`config.mk`:
```
export PLATFORM = sky130hd
export DESIGN_NAME = bpq_prio_enc
export DESIGN_NICKNAME = d
export VERILOG_FILES = /design/src/rtl/core/bpq_pkg.sv /design/src/rtl/core/bpq_prio_enc.sv
export SDC_FILE = /design/constraint.sdc
export NUM_CORES = 1
export LEC_CHECK = 0
export BUFFER_PORTS_ARGS = -buffer_cell sky130_fd_sc_hd__buf_4
export CAP_MARGIN = 20
export CORE_MARGIN = 2
export CORE_UTILIZATION = 46
export DETAILED_ROUTE_END_ITERATION = 7
export PLACE_DENSITY = 0.86
export SYNTH_ARGS = -nofsm -noshare
export SYNTH_HDL_FRONTEND = slang
export SYNTH_SLANG_ARGS = --single-unit
```
`constraint.sdc`:
```
create_clock -name vclk -period 1.5
set_input_delay 0.075 -clock vclk [all_inputs]
set_output_delay 0.075 -clock vclk [all_outputs]
set_load 0.02 [all_outputs]
```
`src/rtl/core/bpq_pkg.sv`:
```
package bpq_pkg;

    localparam int NUM_ELEMENTS_DEF = 256;
    localparam int MAX_PRIORITY_DEF = 63;

    localparam int FUNC_W = 3;
    localparam int ELEM_W = 8;
    localparam int PRIO_W = 6;

    typedef enum logic [FUNC_W-1:0] {
        FUNC_INSERT      = 3'd0,
        FUNC_REMOVE      = 3'd1,
        FUNC_EXTRACT_MIN = 3'd2,
        FUNC_EXTRACT_MAX = 3'd3,
        FUNC_EXTRACT_AT  = 3'd4,
        FUNC_QUERY       = 3'd5
    } func_t;

    typedef struct packed {
        logic [FUNC_W-1:0] func;
        logic [ELEM_W-1:0] element;
        logic [PRIO_W-1:0] priority_req;
    } in_t;

    typedef struct packed {
        logic [ELEM_W-1:0] result_element;
        logic              result_valid;
        logic [PRIO_W-1:0] result_priority;
    } out_t;

    typedef enum logic [3:0] {
        ST_CLEAR,
        ST_IDLE,
        ST_HEAD_RD,
        ST_ELEM_RD,
        ST_UNLINK,
        ST_PUSH_RD,
        ST_PUSH_WR,
        ST_PUSH_LINK,
        ST_DONE
    } state_t;

endpackage

```
`src/rtl/core/bpq_prio_enc.sv`:
```
// Finds the lowest and highest set bit of the non-empty bucket map.
module bpq_prio_enc #(
    parameter int NUM_LEVELS = bpq_pkg::MAX_PRIORITY_DEF + 1,
    parameter int LVL_W      = $clog2(NUM_LEVELS)
) (
    input  logic [NUM_LEVELS-1:0] map,
    output logic                  any,
    output logic [LVL_W-1:0]      min_lvl,
    output logic [LVL_W-1:0]      max_lvl
);

    always_comb
    begin
        any     = |map;
        min_lvl = '0;
        max_lvl = '0;
        for (int i = NUM_LEVELS - 1; i >= 0; i--)
        begin
            if (map[i])
            begin
                min_lvl = LVL_W'(i);
            end
        end
        for (int i = 0; i < NUM_LEVELS; i++)
        begin
            if (map[i])
            begin
                max_lvl = LVL_W'(i);
            end
        end
    end

endmodule

```
==> results.cfg, run 1 <==
[logic_synthesis]
ys_warn_count = 0
syn_inst = 246
synth_fa_ha_area_share_pct = 0
synthMuxAreaShare_pct = 0
syn_nets = 310
syn_avg_cell_area_um2 = 5.524
synth_top_family_by_area = simple AND/OR/NAND/NOR gates
synth_xor_xnor_area_share_pct = 0
ys_seq_area_share_pct = 0
synthSimpleGateAreaFrac_pct = 49.45
synth_area_um2 = 1359
synth_compound_gate_area_share_pct = 45.03
ys_types = 38

[status]
status = aborted with a tool error
tool.error = [ERROR GRT-0232] Routing congestion too high. Check the congestion heatmap in the GUI.
stop_stage = 5_1_grt

[global_route]
grt_max_degree = 9
grt_usage_pct = 67.82
grt.overflow.total = 26

[die]
die_y_um = 58.35
die_w_um = 58.35
row_count = 19
initial_core_util_pct = 48.85
boundaryPins = 77

[sta]
worst-ep-kind = primary output
worst_endpoint = max_lvl[2]

[placement]
numPortBuffers = 77
gp_congestion = 0.9917
dpl.cell_count = 405
hpwl_um = 4734

[clock_tree]
hold_buffers = 0
-- logic make-up after synthesis --
| family | count (synthesis) |
|---|---|
| AO/OA/AOI/OAI | 96 |
| buffers and inverters | 20 |
| AND/OR/NAND/NOR | 130 |
-- what timing repair did --
| item | 4_1_cts |
|---|---|
| resized for setup | 31 |
| pin swaps | 19 |
| cloned | 0 |
| buffers inserted | 1 |
| endpoints found under the setup margin | 11 |
-- synthesized netlist by cell type --
master,n,area [um^2]
o311ai_0,1,8.760
nor2b_1,5,31.28
a221oi_1,2,17.52
nor3_1,18,90.09
nor2b_2,1,8.760
o22a_1,1,8.760
o21bai_1,7,52.55
a211oi_1,2,15.01
nand2_1,15,56.30
nor4_1,17,106.4
o31ai_1,12,90.09
a211o_1,2,17.52
o211ai_2,1,12.51
o211ai_1,4,30.03
nand2b_1,7,43.79
a2111oi_0,3,26.28
o21ba_2,1,10.01
nand3b_1,1,7.510
or4_4,3,33.78
nand4_1,4,25.02
nor3b_1,1,7.510
nor4_2,2,25.02
o41ai_1,1,8.760
a41oi_1,1,8.760
a21boi_0,1,7.510
nand3_1,9,45.04
o21a_1,2,15.01
or4_1,2,15.01
o211a_1,1,10.01
or3_1,1,6.260
o21ai_1,2,10.01
nand4b_1,1,8.760
o21ai_0,17,85.08
clkbuf_1,1,3.750
nor2_1,43,161.4
a31oi_1,2,12.51
a21oi_1,33,165.2
inv_1,19,71.32
-- metrics by stage --
step	hold WS, ps	utilization [%]	worst slack (ps)	instance area, um^2
CTS	492.5	90.10	-96.65	2506
detailed placement	500.8	85.43	-152.7	2376
global placement	507.7	85.43	-146.5	2376
floorplan	326.3	-	24.81	1373
-- routing by layer --
| metal | overflow | global-route usage (%) |
|---|---|---|
| met1 | 0 | 61.15 |
| met2 | 14 | 93.42 |
| met3 | 0 | 46.81 |
| met4 | 12 | 75.42 |
| met5 | 0 | 9.524 |
==> run 2: changes to the inputs <==
Settings changed: CORE_UTILIZATION 46 to 31, PLACE_DENSITY 0.86 to default, PLACE_DENSITY_LB_ADDON from default to 0.15.
==> run 2 against run 1 <==
Compared with the run above:
- the flow now finishes, with violations (negative setup slack)
- synthesized area is the same
- synthesized cell count is the same
==> results.cfg, run 2 <==
[layout]
diodes = 0
layout-drive-gt1-share_pct = 47.26
layout.nets = 449
seq_cells = 0
utilization_pct = 64.71
clockBufferCount = 0
fillers = 406
syn_to_final_growth_pct = 104.5
final_common_cell = buf_4
layout.area.seq_um2 = 0
mostFrequentLayoutCells = buf_4, nor2_1, a21oi_1, inv_1, nor3_1

[min_path]
min-delay-start = map[63]
holdCritPathClass = input port to output port
whs_path_depth = 3
whs_endpoint = max_lvl[1]

[logic_synthesis]
ys_warn_count = 0
ys_types = 38
yosysMostFrequentCell = nor2_1
syn_avg_cell_area_um2 = 5.524
synth_xor_xnor_area_share_pct = 0
syn_inst = 246
synth_area_um2 = 1359
yosys.area.top_type = a21oi_1
synthTopCellsByCount = nor2_1, a21oi_1, inv_1
syn_nets = 310
synth_top_family_by_area = simple AND/OR/NAND/NOR gates
synthMuxAreaShare_pct = 0
synth_compound_gate_area_share_pct = 45.03
synth_fa_ha_area_share_pct = 0
ys_seq_area_share_pct = 0
yosys.area.top_type_share_pct = 12.15
synthTopCellsByArea = a21oi_1, nor2_1, nor4_1, nor3_1, o31ai_1
synthSimpleGateAreaFrac_pct = 49.45

[power_and_ir_drop]
p_leak_uw = 0.001126
power_density_nw_per_um2 = 216.3
ir_worst_vdd_mv = 0.1072
power_uw = 601.1

[worst_setup_path]
required_ps = 1420
crit_fanout = 3
cp.buffers_inverters = 2
cp_top_family = compound AO/OA/AOI/OAI gates
endpoint_kind = output port
slowest_stage = or4_4
crit_type = input port to output port
crit_top_cell = buf_6
arrival_ps = 1510
critPathMaxStageDelay_ps = 560
worst_setup_path_start_kind = input port
worstPathCellList = buf_6 -> or4_4 -> a211o_1 -> a31oi_1 -> o211a_1 -> o21ai_2 -> buf_6

[sta]
min_period_over_period_pct = 105.7
fmax_mhz = 630.7
timing.slew.headroom_pct = 71.82
hold_violations = 0
tightestPinTransition_ps = 419.3
setup-violations-final = 5
rsz0062_at_grt = yes
fin_crit_ps = 1586
worst_slack_ps = -85.62
maxSlewViolCount = 0

[status]
status = complete, but fails checks
violations = negative setup slack

[placement]
gp_congestion = 0.8875
numPortBuffers = 77
hpwl_um = 4730

[routing]
drc_errors = 0
drtIter0Drc = 121
first_pass_iters = 4
ant_nets = 0
wirelength_um = 5842
wl_per_cell_um = 13.43
vias_per_cell = 5.561
vias = 2419

[global_route]
grt_usage_pct = 22.79
grt_pass1_vias = 2202
grt_pass1_wl_um = 9653
antenna_found_initial = 0
grt.overflow.total = 0
grt_max_degree = 9

[die]
initial_core_util_pct = 31.64
die_w_um = 70.21
boundaryPins = 77
die_area_um2 = 4929
core_um2 = 4294
row_count = 24
die_y_um = 70.21

[job]
cap_violations = 0
-- run 2: worst min-delay path: cells and delay by family --
kind	cells	cell delay [ps]
buffers and inverters	2	220
and+or+nand+nor	1	130
-- run 2: worst max path at each step --
stage                     startpoint         end  slack, ps  depth (start not counted)
after floorplan              map[11]  max_lvl[2]         20                          6
after global placement       map[55]  min_lvl[2]       -150                          7
after detailed placement     map[11]  min_lvl[5]       -150                          6
after CTS                    map[51]  min_lvl[3]        -90                          8
after global routing         map[49]  min_lvl[3]       -160                          8
final                        map[52]  min_lvl[2]        -90                          7
-- run 2: kinds of logic (layout without fill, tap and decap cells) --
| kind of cell | Yosys count | count (layout) |
|---|---|---|
| compound gates | 96 | 96 |
| buf+inv | 20 | 157 |
| simple gates | 130 | 130 |
-- run 2: area by class of cell --
type / instances / area (um^2) / share of cell area (%)
tap: 52 / 65.06 / 2.341
timing repair buffer: 138 / 1112 / 40.03
multi-input combinational: 226 / 1530 / 55.07
inverter: 19 / 71.32 / 2.566
-- run 2: metrics by stage --
step                      setup TNS (ps)  area, um^2  worst slack, ps  hold WS [ps]  std cells
after global placement             -1062        2440           -146.8         521.7        431
after CTS                         -248.9        2601           -87.69         502.4        432
after floorplan                        0        1373            24.81         326.3        246
after detailed placement           -1069        2440           -145.1         527.9        431
final                             -332.7        2779           -85.62         501.4        435
after global routing              -840.2        2779           -158.6         513.8        435
-- run 2: report_power, final --
group	switching (uW)	internal [uW]	total, uW
combinational	292	309	601
clock	0	0	0
sequential	0	0	0
total	292	309	601
-- run 2: repair_timing --
action,CTS,global route
setup buffers,1,3
setup endpoints to repair,12,13
endpoints found under the hold margin,0,0
resized for setup,33,35
pin swaps,22,23
hold buffers,0,0
-- run 2: per-layer routing --
metal	global-route usage [%]	routed length (um)	vias to the layer above
li1	-	-	1227
met1	31.16	2637	1112
met2	40.85	2897	74
met3	1.154	251	6
met4	2.137	57	0
met5	0	0	-
No activity file was read; power rests on OpenSTA's default activity.
